--- src/design/u2u_pkg.sv ---
`default_nettype none

package u2u_pkg;

	// Longest sequence held before it completes: lead plus four continuations
	localparam int unsigned HELD_MAX = 5;
	localparam int unsigned QUEUE_DEPTH = 2;
	localparam logic [15:0] REPL_CHAR = 16'h003F;

	typedef enum logic [1:0] {
		KIND_DECODED = 2'd0,
		KIND_RAW     = 2'd1,
		KIND_REPL    = 2'd2
	} u2u_kind_t;

	typedef logic [HELD_MAX-1:0][7:0] u2u_held_t;

	// One queued work item: flush the first flush_n held bytes raw,
	// then optionally give one final unit.
	typedef struct packed {
		u2u_held_t   held;
		logic [2:0]  flush_n;
		logic        has_fin;
		logic [15:0] fin_unit;
		u2u_kind_t   fin_kind;
		logic        last;
	} u2u_cmd_t;

	function automatic logic [2:0] lead_length(input logic [7:0] b);
		logic [2:0] len;
		len = 3'd0;
		if (b inside {[8'hC0:8'hDF]}) len = 3'd2;
		else if (b inside {[8'hE0:8'hEF]}) len = 3'd3;
		else if (b inside {[8'hF0:8'hF7]}) len = 3'd4;
		else if (b inside {[8'hF8:8'hFB]}) len = 3'd5;
		else if (b inside {[8'hFC:8'hFD]}) len = 3'd6;
		return len;
	endfunction

	function automatic logic [7:0] lead_mask(input logic [2:0] len);
		logic [7:0] m;
		case (len)
			3'd2:    m = 8'h1F;
			3'd3:    m = 8'h0F;
			3'd4:    m = 8'h07;
			default: m = 8'h03;
		endcase
		return m;
	endfunction

endpackage

`default_nettype wire

--- src/design/u2u_ifs.sv ---
`default_nettype none

interface u2u_byte_if;
	logic       valid;
	logic       ready;
	logic [7:0] in_byte;
	logic       string_last;

	modport source (output valid, in_byte, string_last, input ready);
	modport sink (input valid, in_byte, string_last, output ready);
endinterface

interface u2u_unit_if;
	logic        valid;
	logic        ready;
	logic [15:0] code_unit;
	logic [1:0]  unit_kind;
	logic        run_last;
	logic        string_end;

	modport source (output valid, code_unit, unit_kind, run_last, string_end, input ready);
	modport sink (input valid, code_unit, unit_kind, run_last, string_end, output ready);
endinterface

`default_nettype wire

--- src/design/u2u_front.sv ---
`default_nettype none

module u2u_front (
	input  wire logic           clk,
	input  wire logic           arst_n,
	u2u_byte_if.sink            utf8,
	input  wire logic           full,
	output u2u_pkg::u2u_cmd_t   cmd,
	output logic                push
);

	u2u_pkg::u2u_held_t held_q;
	logic [2:0]  cnt_q, cnt_d;
	logic [2:0]  exp_q, exp_d;
	logic [15:0] acc_q, acc_d;
	logic        ovf_q, ovf_d;
	logic        hold_wr;
	logic [2:0]  hold_idx;
	logic        accept;
	logic [7:0]  b;
	logic        is_cont;
	logic        fresh;
	logic [2:0]  len;
	logic [15:0] nv16;
	logic        novf;

	assign utf8.ready = !full;
	assign accept = utf8.valid && utf8.ready;
	assign b = utf8.in_byte;
	assign is_cont = (b[7:6] == 2'b10);
	assign len = u2u_pkg::lead_length(b);
	assign nv16 = {acc_q[9:0], b[5:0]};
	assign novf = ovf_q || (acc_q[15:10] != 6'd0);

	always_comb begin
		cnt_d = cnt_q;
		exp_d = exp_q;
		acc_d = acc_q;
		ovf_d = ovf_q;
		hold_wr = 1'b0;
		hold_idx = cnt_q;
		fresh = 1'b1;
		cmd.held = held_q;
		cmd.flush_n = 3'd0;
		cmd.has_fin = 1'b0;
		cmd.fin_unit = {8'h00, b};
		cmd.fin_kind = u2u_pkg::KIND_RAW;
		cmd.last = utf8.string_last;

		if (cnt_q != 3'd0) begin
			if (is_cont) begin
				fresh = 1'b0;
				if (cnt_q + 3'd1 == exp_q) begin
					// sequence complete: give value or replacement
					cmd.has_fin = 1'b1;
					if (novf) begin
						cmd.fin_unit = u2u_pkg::REPL_CHAR;
						cmd.fin_kind = u2u_pkg::KIND_REPL;
					end else begin
						cmd.fin_unit = nv16;
						cmd.fin_kind = u2u_pkg::KIND_DECODED;
					end
					cnt_d = 3'd0;
					exp_d = 3'd0;
				end else if (utf8.string_last) begin
					// cut off at string end: flush held bytes, then this one raw
					cmd.flush_n = cnt_q;
					cmd.has_fin = 1'b1;
					cnt_d = 3'd0;
					exp_d = 3'd0;
				end else begin
					hold_wr = 1'b1;
					cnt_d = cnt_q + 3'd1;
					acc_d = nv16;
					ovf_d = novf;
				end
			end else begin
				// broken sequence: flush, then treat this byte afresh
				cmd.flush_n = cnt_q;
				cnt_d = 3'd0;
				exp_d = 3'd0;
			end
		end

		if (fresh) begin
			if (!b[7]) begin
				cmd.has_fin = 1'b1;
				cmd.fin_kind = u2u_pkg::KIND_DECODED;
			end else if (len != 3'd0 && !utf8.string_last) begin
				hold_wr = 1'b1;
				hold_idx = 3'd0;
				cnt_d = 3'd1;
				exp_d = len;
				acc_d = {8'h00, b & u2u_pkg::lead_mask(len)};
				ovf_d = 1'b0;
			end else begin
				cmd.has_fin = 1'b1;
			end
		end

		push = accept && (cmd.has_fin || cmd.flush_n != 3'd0);
	end

	always_ff @(posedge clk or negedge arst_n) begin
		if (!arst_n) begin
			cnt_q <= 3'd0;
			exp_q <= 3'd0;
		end else if (accept) begin
			cnt_q <= cnt_d;
			exp_q <= exp_d;
		end
	end

	always_ff @(posedge clk) begin
		if (accept) begin
			acc_q <= acc_d;
			ovf_q <= ovf_d;
			if (hold_wr) begin
				held_q[hold_idx] <= b;
			end
		end
	end

	a_end_clears: assert property (@(posedge clk) disable iff (!arst_n)
		accept && utf8.string_last |=> cnt_q == 3'd0)
		else $error("bytes still held after end of string");

	a_cnt_below_len: assert property (@(posedge clk) disable iff (!arst_n)
		cnt_q != 3'd0 |-> cnt_q < exp_q && cnt_q <= 3'(u2u_pkg::HELD_MAX))
		else $error("held count not below sequence length");

endmodule

`default_nettype wire

--- src/design/u2u_queue.sv ---
`default_nettype none

module u2u_queue #(
	parameter int unsigned Width = 8,
	parameter int unsigned Depth = 2
) (
	input  wire logic             clk,
	input  wire logic             arst_n,
	input  wire logic             push,
	input  wire logic [Width-1:0] wr_data,
	output logic                  full,
	input  wire logic             pop,
	output logic                  rd_valid,
	output logic [Width-1:0]      rd_data
);

	localparam int unsigned PtrW = (Depth > 1) ? $clog2(Depth) : 1;
	localparam int unsigned CntW = $clog2(Depth + 1);

	logic [Width-1:0] mem_q [Depth];
	logic [PtrW-1:0]  wr_ptr_q, rd_ptr_q;
	logic [CntW-1:0]  count_q;
	logic             do_push, do_pop;

	assign full = (count_q == CntW'(Depth));
	assign rd_valid = (count_q != '0);
	assign rd_data = mem_q[rd_ptr_q];
	assign do_push = push && !full;
	assign do_pop = pop && rd_valid;

	always_ff @(posedge clk or negedge arst_n) begin
		if (!arst_n) begin
			wr_ptr_q <= '0;
			rd_ptr_q <= '0;
			count_q <= '0;
		end else begin
			if (do_push) begin
				wr_ptr_q <= (wr_ptr_q == PtrW'(Depth - 1)) ? '0 : wr_ptr_q + 1'b1;
			end
			if (do_pop) begin
				rd_ptr_q <= (rd_ptr_q == PtrW'(Depth - 1)) ? '0 : rd_ptr_q + 1'b1;
			end
			if (do_push && !do_pop) begin
				count_q <= count_q + 1'b1;
			end else if (do_pop && !do_push) begin
				count_q <= count_q - 1'b1;
			end
		end
	end

	always_ff @(posedge clk) begin
		if (do_push) begin
			mem_q[wr_ptr_q] <= wr_data;
		end
	end

	a_no_overflow: assert property (@(posedge clk) disable iff (!arst_n)
		count_q <= CntW'(Depth))
		else $error("queue count beyond depth");

	a_no_lost_push: assert property (@(posedge clk) disable iff (!arst_n)
		push |-> !full)
		else $error("push into full queue");

endmodule

`default_nettype wire

--- src/design/u2u_back.sv ---
`default_nettype none

module u2u_back (
	input  wire logic               clk,
	input  wire logic               arst_n,
	input  wire u2u_pkg::u2u_cmd_t  cmd,
	input  wire logic               cmd_valid,
	output logic                    pop,
	u2u_unit_if.source              ucs2
);

	u2u_pkg::u2u_cmd_t cur_q;
	logic       busy_q;
	logic [2:0] idx_q;
	logic [2:0] total;
	logic       last_unit;
	logic       done;

	assign total = cur_q.flush_n + {2'b00, cur_q.has_fin};
	assign last_unit = (idx_q + 3'd1 == total);
	assign done = busy_q && ucs2.ready && last_unit;
	assign pop = cmd_valid && (!busy_q || done);

	assign ucs2.valid = busy_q;
	assign ucs2.run_last = last_unit;
	assign ucs2.string_end = last_unit && cur_q.last;

	always_comb begin
		if (idx_q < cur_q.flush_n) begin
			ucs2.code_unit = {8'h00, cur_q.held[idx_q]};
			ucs2.unit_kind = u2u_pkg::KIND_RAW;
		end else begin
			ucs2.code_unit = cur_q.fin_unit;
			ucs2.unit_kind = cur_q.fin_kind;
		end
	end

	always_ff @(posedge clk or negedge arst_n) begin
		if (!arst_n) begin
			busy_q <= 1'b0;
			idx_q <= 3'd0;
		end else if (pop) begin
			busy_q <= 1'b1;
			idx_q <= 3'd0;
		end else if (done) begin
			busy_q <= 1'b0;
			idx_q <= 3'd0;
		end else if (busy_q && ucs2.ready) begin
			idx_q <= idx_q + 3'd1;
		end
	end

	always_ff @(posedge clk) begin
		if (pop) begin
			cur_q <= cmd;
		end
	end

	a_idx_in_range: assert property (@(posedge clk) disable iff (!arst_n)
		busy_q |-> idx_q < total)
		else $error("unit index past end of work item");

endmodule

`default_nettype wire

--- src/design/utf8_to_ucs2_decoder.sv ---
`default_nettype none

// Path: a byte that yields code units is first written into the queue; the emitter
//   then loads it into its register and raises the output valid once it is free.
// Throughput: one input byte per cycle unless the queue is full; the output side gives one
//   code unit per cycle while ready is high; an item holds the emitter until its 1 to 6 units are out.
// Reset: arst_n clears the held-byte count, the queue pointers and the emitter.
module utf8_to_ucs2_decoder #(
	parameter int unsigned QueueDepth = u2u_pkg::QUEUE_DEPTH
) (
	input wire logic clk,
	input wire logic arst_n,
	u2u_byte_if.sink utf8,
	u2u_unit_if.source ucs2
);

	localparam int unsigned CmdW = $bits(u2u_pkg::u2u_cmd_t);

	u2u_pkg::u2u_cmd_t front_cmd;
	u2u_pkg::u2u_cmd_t back_cmd;
	logic [CmdW-1:0]   q_rd_data;
	logic              push;
	logic              full;
	logic              pop;
	logic              q_valid;

	// Front: classify each byte, keep the partial sequence, queue the units it causes
	u2u_front u_front (
		.clk    (clk),
		.arst_n (arst_n),
		.utf8   (utf8),
		.full   (full),
		.cmd    (front_cmd),
		.push   (push)
	);

	// Short queue: decouple byte intake from unit emission
	u2u_queue #(
		.Width (CmdW),
		.Depth (QueueDepth)
	) u_queue (
		.clk      (clk),
		.arst_n   (arst_n),
		.push     (push),
		.wr_data  (front_cmd),
		.full     (full),
		.pop      (pop),
		.rd_valid (q_valid),
		.rd_data  (q_rd_data)
	);

	assign back_cmd = u2u_pkg::u2u_cmd_t'(q_rd_data);

	// Back: emit flushed raw bytes first, then the final unit, one per transaction
	u2u_back u_back (
		.clk       (clk),
		.arst_n    (arst_n),
		.cmd       (back_cmd),
		.cmd_valid (q_valid),
		.pop       (pop),
		.ucs2      (ucs2)
	);

endmodule

`default_nettype wire
--- src/flat_wrapper.sv ---
// flat-port wrapper written by rule: the top's interface ports become plain ports
module utf8_to_ucs2_decoder_flat 
#(
	parameter int unsigned QueueDepth = u2u_pkg::QUEUE_DEPTH
)
  (clk, arst_n, utf8_valid, utf8_in_byte, utf8_string_last, utf8_ready, ucs2_valid, ucs2_code_unit, ucs2_unit_kind, ucs2_run_last, ucs2_string_end, ucs2_ready);
  u2u_byte_if utf8_i ();
  u2u_unit_if ucs2_i ();
  input wire logic clk;
  input wire logic arst_n;
  input wire logic [$bits(utf8_i.valid)-1:0] utf8_valid;
  input wire logic [$bits(utf8_i.in_byte)-1:0] utf8_in_byte;
  input wire logic [$bits(utf8_i.string_last)-1:0] utf8_string_last;
  output wire logic [$bits(utf8_i.ready)-1:0] utf8_ready;
  output wire logic [$bits(ucs2_i.valid)-1:0] ucs2_valid;
  output wire logic [$bits(ucs2_i.code_unit)-1:0] ucs2_code_unit;
  output wire logic [$bits(ucs2_i.unit_kind)-1:0] ucs2_unit_kind;
  output wire logic [$bits(ucs2_i.run_last)-1:0] ucs2_run_last;
  output wire logic [$bits(ucs2_i.string_end)-1:0] ucs2_string_end;
  input wire logic [$bits(ucs2_i.ready)-1:0] ucs2_ready;
  assign utf8_i.valid = utf8_valid;
  assign utf8_i.in_byte = utf8_in_byte;
  assign utf8_i.string_last = utf8_string_last;
  assign utf8_ready = utf8_i.ready;
  assign ucs2_valid = ucs2_i.valid;
  assign ucs2_code_unit = ucs2_i.code_unit;
  assign ucs2_unit_kind = ucs2_i.unit_kind;
  assign ucs2_run_last = ucs2_i.run_last;
  assign ucs2_string_end = ucs2_i.string_end;
  assign ucs2_i.ready = ucs2_ready;
  utf8_to_ucs2_decoder #(.QueueDepth(QueueDepth)) u_core (.clk(clk), .arst_n(arst_n), .utf8(utf8_i), .ucs2(ucs2_i));
endmodule
--- config.mk ---
export PLATFORM = sky130hd
export DESIGN_NAME = utf8_to_ucs2_decoder_flat
export DESIGN_NICKNAME = d
export VERILOG_FILES = /design/src/design/u2u_pkg.sv /design/src/design/u2u_ifs.sv /design/src/design/u2u_front.sv /design/src/design/u2u_queue.sv /design/src/design/u2u_back.sv /design/src/design/utf8_to_ucs2_decoder.sv /design/src/flat_wrapper.sv
export SDC_FILE = /design/constraint.sdc
export NUM_CORES = 1
export LEC_CHECK = 0
export ABC_AREA = 0
export ABC_CLOCK_PERIOD_IN_PS = 6000
export BUFFER_PORTS_ARGS = -buffer_cell sky130_fd_sc_hd__buf_2
export CAP_MARGIN = 20
export CORE_MARGIN = 3
export CORE_UTILIZATION = 45
export DETAILED_ROUTE_END_ITERATION = 8
export SLEW_MARGIN = 25
export SYNTH_ARGS = -nofsm -noshare
export SYNTH_HDL_FRONTEND = slang
export SYNTH_SLANG_ARGS = --single-unit
--- constraint.sdc ---
create_clock -name clk -period 6 [get_ports clk]
set_input_delay 0.3 -clock clk [delete_from_list [all_inputs] [get_ports clk]]
set_output_delay 0.3 -clock clk [all_outputs]
set_load 0.01 [all_outputs]
== After elaboration in Yosys (flattened, before gate mapping) ==
Memories as Yosys holds them, arrays and structs flattened. A register that Yosys moved wholly into a read port is not among the register bits.
Cells that the tools add are included.

* Flip-flop bits (word level): 71
* Input bits: 13
* Word-level logic and storage cells: 158
* Output and inout port bits: 22
* Memories: 1
* RAM bits: 126

{| class="wikitable"
|+ Memory list
! name !! words !! width !! rd ports !! clocked after memory_dff !! write ports !! line !! text
|-
| u_core.u_queue.mem_q || 2 || 63 || 1 || 1 || 1 || u2u_queue.sv:20 || <nowiki>logic [Width-1:0] mem_q [Depth];</nowiki>
|}

* Reductions and logical operators: 34
* Bitwise operators: 1
* Magnitude comparators: 14
* Add/subtract/negate cells: 7
* Eq/ne operators: 7
* Multiplexer cells: 80

{| class="wikitable"
|+ Operator list
! kind !! count
|-
| $mux W16 || 8
|-
| $mux W3 || 27
|-
| $bwmux W40 || 1
|-
| $ge A8 B8 Y1 const B || 5
|-
| $le A8 B8 Y1 const B || 5
|-
| $mux W8 || 5
|-
| $mux W18 || 2
|-
| $mux W1 || 26
|-
| $bmux W8 S3 || 1
|-
| $demux W8 S3 || 1
|-
| $mux W22 || 1
|-
| $mux W19 || 1
|-
| $logic_and A1 B1 Y1 || 17
|-
| $pmux W5 S3 || 1
|-
| $reduce_bool A3 Y1 || 4
|-
| $mux W2 || 5
|-
| $and A8 B8 Y8 || 1
|-
| $lt A3 B4 Y1 const B || 2
|-
| $add A3 B1 Y3 const B || 2
|-
| $eq A3 B2 Y1 const B || 2
|-
| $eq A3 B3 Y1 || 2
|-
| $reduce_bool A2 Y1 || 3
|-
| $reduce_bool A6 Y1 || 1
|-
| $logic_not A1 Y1 || 5
|-
| other kinds (11) || 15
|}

== Depth between registers and ports, before layout ==
* Depth after elaboration: 19
* Depth in mapped cells: 12
* Depth with buffers taken out: 11

== Hierarchy ==
A second synthesis with hierarchy kept.

* Cell total of the unflattened synthesis: 584
* Area total of the unflattened synthesis: 10496.3 um2

{| class="wikitable"
|+ Modules (own cells, without submodules)
! module !! cells each !! seq. area each (um2) !! area each (um2) !! instances
|-
| u2u_queue || 215 || 3883.7 || 5043.6 || 1
|-
| u2u_front || 200 || 1861.8 || 2743.9 || 1
|-
| u2u_back || 169 || 1991.9 || 2708.8 || 1
|}

== Least setup slack after synthesis ==
Ideal clock, no wire load.

* Path type: reg2reg
* Start point: register u_core.u_back.cur_q[20] (netlist name)
* End point: register u_core.u_queue.count_q[1]
* Period minus slack after synthesis: 5.389 ns
* Stages on the path, launching flop included: 12
* Data arrival time: 5.310 ns
* Setup slack: 0.611 ns
* Required time: 5.921 ns
* Setup time: 0.079 ns
* Path buffers: 0
* Path through: edfxtp_1 ha_1 ha_1 xor2_1 nor2_1 nand3_1 a21oi_1 inv_1 ha_1 xor2_1 nor2_1 xor2_1

* Longest elaborated chain between the ends: 9

{| class="wikitable"
|+ RTL lines
! item !! line !! text
|-
| $add A3 B1 Y3 * || u2u_back.sv:19 || <nowiki>assign total = cur_q.flush_n + {2'b00, cur_q.has_fin};</nowiki>
|-
| $eq A3 B3 Y1 * || u2u_back.sv:20 || <nowiki>assign last_unit = (idx_q + 3'd1 == total);</nowiki>
|-
| $logic_and A1 B1 Y1 * || u2u_back.sv:21 || <nowiki>assign done = busy_q && ucs2.ready && last_unit;</nowiki>
|-
| $logic_or A1 B1 Y1 * || u2u_back.sv:22 || <nowiki>assign pop = cmd_valid && (!busy_q || done);</nowiki>
|-
| $logic_and A1 B1 Y1 * || u2u_back.sv:22 ||
|-
| net u_core.pop || utf8_to_ucs2_decoder.sv:24 || <nowiki>logic pop;</nowiki>
|-
| $logic_and A1 B1 Y1 * || u2u_queue.sv:29 || <nowiki>assign do_pop = pop && rd_valid;</nowiki>
|-
| $logic_not A1 Y1 || u2u_queue.sv:43 || <nowiki>if (do_push && !do_pop) begin</nowiki>
|-
| $logic_and A1 B1 Y1 || u2u_queue.sv:43 ||
|-
| $mux W2 / $reduce_bool A2 Y1 (equally long branches) || - ||
|-
| end signal: assignment || u2u_queue.sv:44 || <nowiki>count_q <= count_q + 1'b1;</nowiki>
|-
| end signal: assignment || u2u_queue.sv:46 || <nowiki>count_q <= count_q - 1'b1;</nowiki>
|-
| end: declaration || u2u_queue.sv:22 || <nowiki>logic [CntW-1:0] count_q;</nowiki>
|}

Mark *: on every way through the listed nets, which the timed path passes. The rest lies on a longest branch.
A chain may end at the register's enable or synchronous reset.

==> reports/qor.txt <==
Total CTS buffers: 27
Multi-input logic area: 2240 um^2
Starting Density: 0.460
Hold Crit Class: input port to register
Drt via density: 5.33
Commonest non-fill, non-tap cell in the layout: edfxtp_1
Storage cell area: 7740 um^2
Sink Count: 260
FF+latch count, synth: 260
H-tree levels: 1
Worst-Skew Late Latency: 0.52 ns
Setup Buffers After CTS: 0
Die area: 24,200 um^2
Seq pwr share: 0.476
Fmax: 0.269 GHz
CTS tree: yes
Syn nets: 593
WHS: 0.0938 ns
First-pass GRT wire length: 28,800 um
Unique cell type count in the Yosys netlist: 56
Die Height: 156 um
Switching power: 1.68 mW
Ys flop type: edfxtp_1
Final hold vios: 0
Largest net degree at the start of global routing: 65
Power Dens Cells: 502 nW/um^2
Initial drt markers: 343
Clock power share: 0.273
Max IR drop VDD: 0.263 mV
Clock Skews: 0.0102 ns
Hold buffers post-CTS: 1
Critical Path End Type: register
EDFF count, synth: 246
Leakage power total: 3.92 nW
Pre-antenna DRT Iters: 5
CP startpoint kind: register
Post-synthesis area per instance: 17.6 um^2
Commonest cells after routing, fill and taps aside: edfxtp_1 (246), mux2_2 (65), nand2_1 (47)
Port Buffer Count: 34
Synthesis-to-layout area growth: 13.2%
Die X-Extent: 156 um
Worst-path clk slew: 0.06 ns
GRT Total Usage: 0.154
Post-synthesis sequential area ratio: 0.768
IO Count: 35
Internal power: 4.04 mW
CTS Buffer Depth: 3
Final worst path period share: 0.620
CTS Root Buffer Type: clkbuf_16
RSZ-0062 raised after global routing: no
Initial antenna violation count: 0
CP Class: register to register
Layout cells sized above 1: 0.261
Mapped cell area: 10,100 um^2
Tmin final: 3.72 ns
Max-cap violations: 0
WL/cell: 20.4 um
Synth Instances: 572
Critical path required time: 6.17 ns
GP Congestion: 0.848
Total power: 5.73 mW
Synthesis Warnings: 0
Routed vias: 4,905
Number of core rows: 54
Placeable Area: 21,900 um^2
Vias in the first global route: 5,001
Post-cts resize count: 0
Flop-to-flop setup slack: 2.28 ns
# fillers: 1,747
Setup violators final: 0
Crit path DAT: 3.89 ns
Routed Antenna Nets: 0
Status: complete, no violations
Slew Viols, Final: 0
Fin Setup TNS: 0 ns
Sw frac: 0.294
Final HPWL from detailed placement: 11,800 um
Comb pwr share: 0.252
Ant diodes: 0
Worst slew margin: 0.379
Crit path max fanout: 34
Ys async rst share: 0.0538
Total Routed Length: 18,800 um
DRC viols: 0
Nets: 641
Worst Tran Pin Value: 0.929 ns
Congestion Overflow GR: 0
## sequential cells by signal, indices dropped and copies added (netlist names)
| name | flops |
|---|---|
| u_core.u_back.cur_q | 63 |
| u_core.u_back.idx_q | 3 |
| u_core.u_back.ucs2.valid | 1 |
| u_core.u_front.acc_q | 16 |
| u_core.u_front.cmd | 40 |
| u_core.u_front.cnt_q | 3 |
| u_core.u_front.exp_q | 3 |
| u_core.u_front.ovf_q | 1 |
| u_core.u_queue.count_q | 2 |
| u_core.u_queue.mem_q | 126 |
| u_core.u_queue.rd_ptr_q | 1 |
| u_core.u_queue.wr_ptr_q | 1 |
## cell type report
class	count	area share
clock buffers	34	0.0615
clock inverters	15	0.0113
inverters	11	0.00362
multi-input cells	281	0.196
flip-flops and latches	260	0.678
well taps	280	0.0307
repair buffers	39	0.0184
## path summary, 6_finish.rpt
path,cells after the start,from,end
worst max register to register,8,u_core.u_front.cnt_q[0],u_core.u_queue.mem_q[0][7]
min in group asynchronous,2,arst_n,u_core.u_back.idx_q[0]
worst max-delay path,8,u_core.u_front.cnt_q[0],u_core.u_queue.mem_q[0][7]
worst min register to register,0,u_core.u_front.cmd[35],u_core.u_queue.mem_q[0][35]
worst min-delay path,1,utf8_in_byte[5],u_core.u_front.cmd[44]
max in group asynchronous,2,arst_n,u_core.u_queue.rd_ptr_q
## metal layers
metal  wire length (um)  up-vias  GRT usage
met3                907       32     0.0239
li1                   -     2282          -
met4                441        0     0.0517
met5                  0        -          0
met2               8570      136      0.238
met1               8870     2455      0.228
## synth_stat cells (9+ instances only)
| master | count | area share |
|---|---|---|
| edfxtp_1 | 246 | 0.73 |
| clkbuf_1 | 13 | 0.0048 |
| dfrtp_1 | 14 | 0.035 |
| o21ai_0 | 14 | 0.0070 |
| mux2_2 | 65 | 0.073 |
| and2_1 | 21 | 0.013 |
| nand2_1 | 47 | 0.018 |
| a21oi_1 | 16 | 0.0079 |
| inv_1 | 9 | 0.0034 |
| nor2_1 | 12 | 0.0045 |
## critical path, cell delays in order (launching register included)
cell and delay, ns:
dfrtp_1 0.52, inv_1 0.10, ha_1 0.35, xnor2_1 0.25
nand3_2 0.18, a21oi_2 0.43, o21ai_2 0.18, nor2_4 0.76
buf_4 0.56
## per-stage QoR
step	worst slack, ns	std cells	area, um^2	util
final	2.28	920	11400	0.521
after global routing	2.03	920	11400	0.521
after CTS	2.26	920	11400	0.521
after detailed placement	2.28	870	10600	0.483
after global placement	2.34	870	10600	0.483
after floorplan	0.611	572	10100	-
## power groups by stage
stage | clock [mW] | combinational [mW] | sequential, mW
detailed placement | 0 | 1.46 | 2.77
global route | 1.66 | 1.58 | 2.77
CTS | 1.59 | 1.47 | 2.73
floorplan | 0 | 1.05 | 2.69
finish | 1.56 | 1.44 | 2.72
global placement | 0 | 1.43 | 2.75
## kinds of logic after synthesis
kind of cell / Yosys count / synth area share
AOI/OAI and AO/OA: 66 / 0.0436
xor gates and xnor gates: 13 / 0.0135
adders and majority gates: 8 / 0.00993
buffers and inverters: 31 / 0.0123
DFF: 260 / 0.768
muxes: 74 / 0.0915
and+or+nand+nor: 120 / 0.0613
Power figures use the tool's default switching activity.
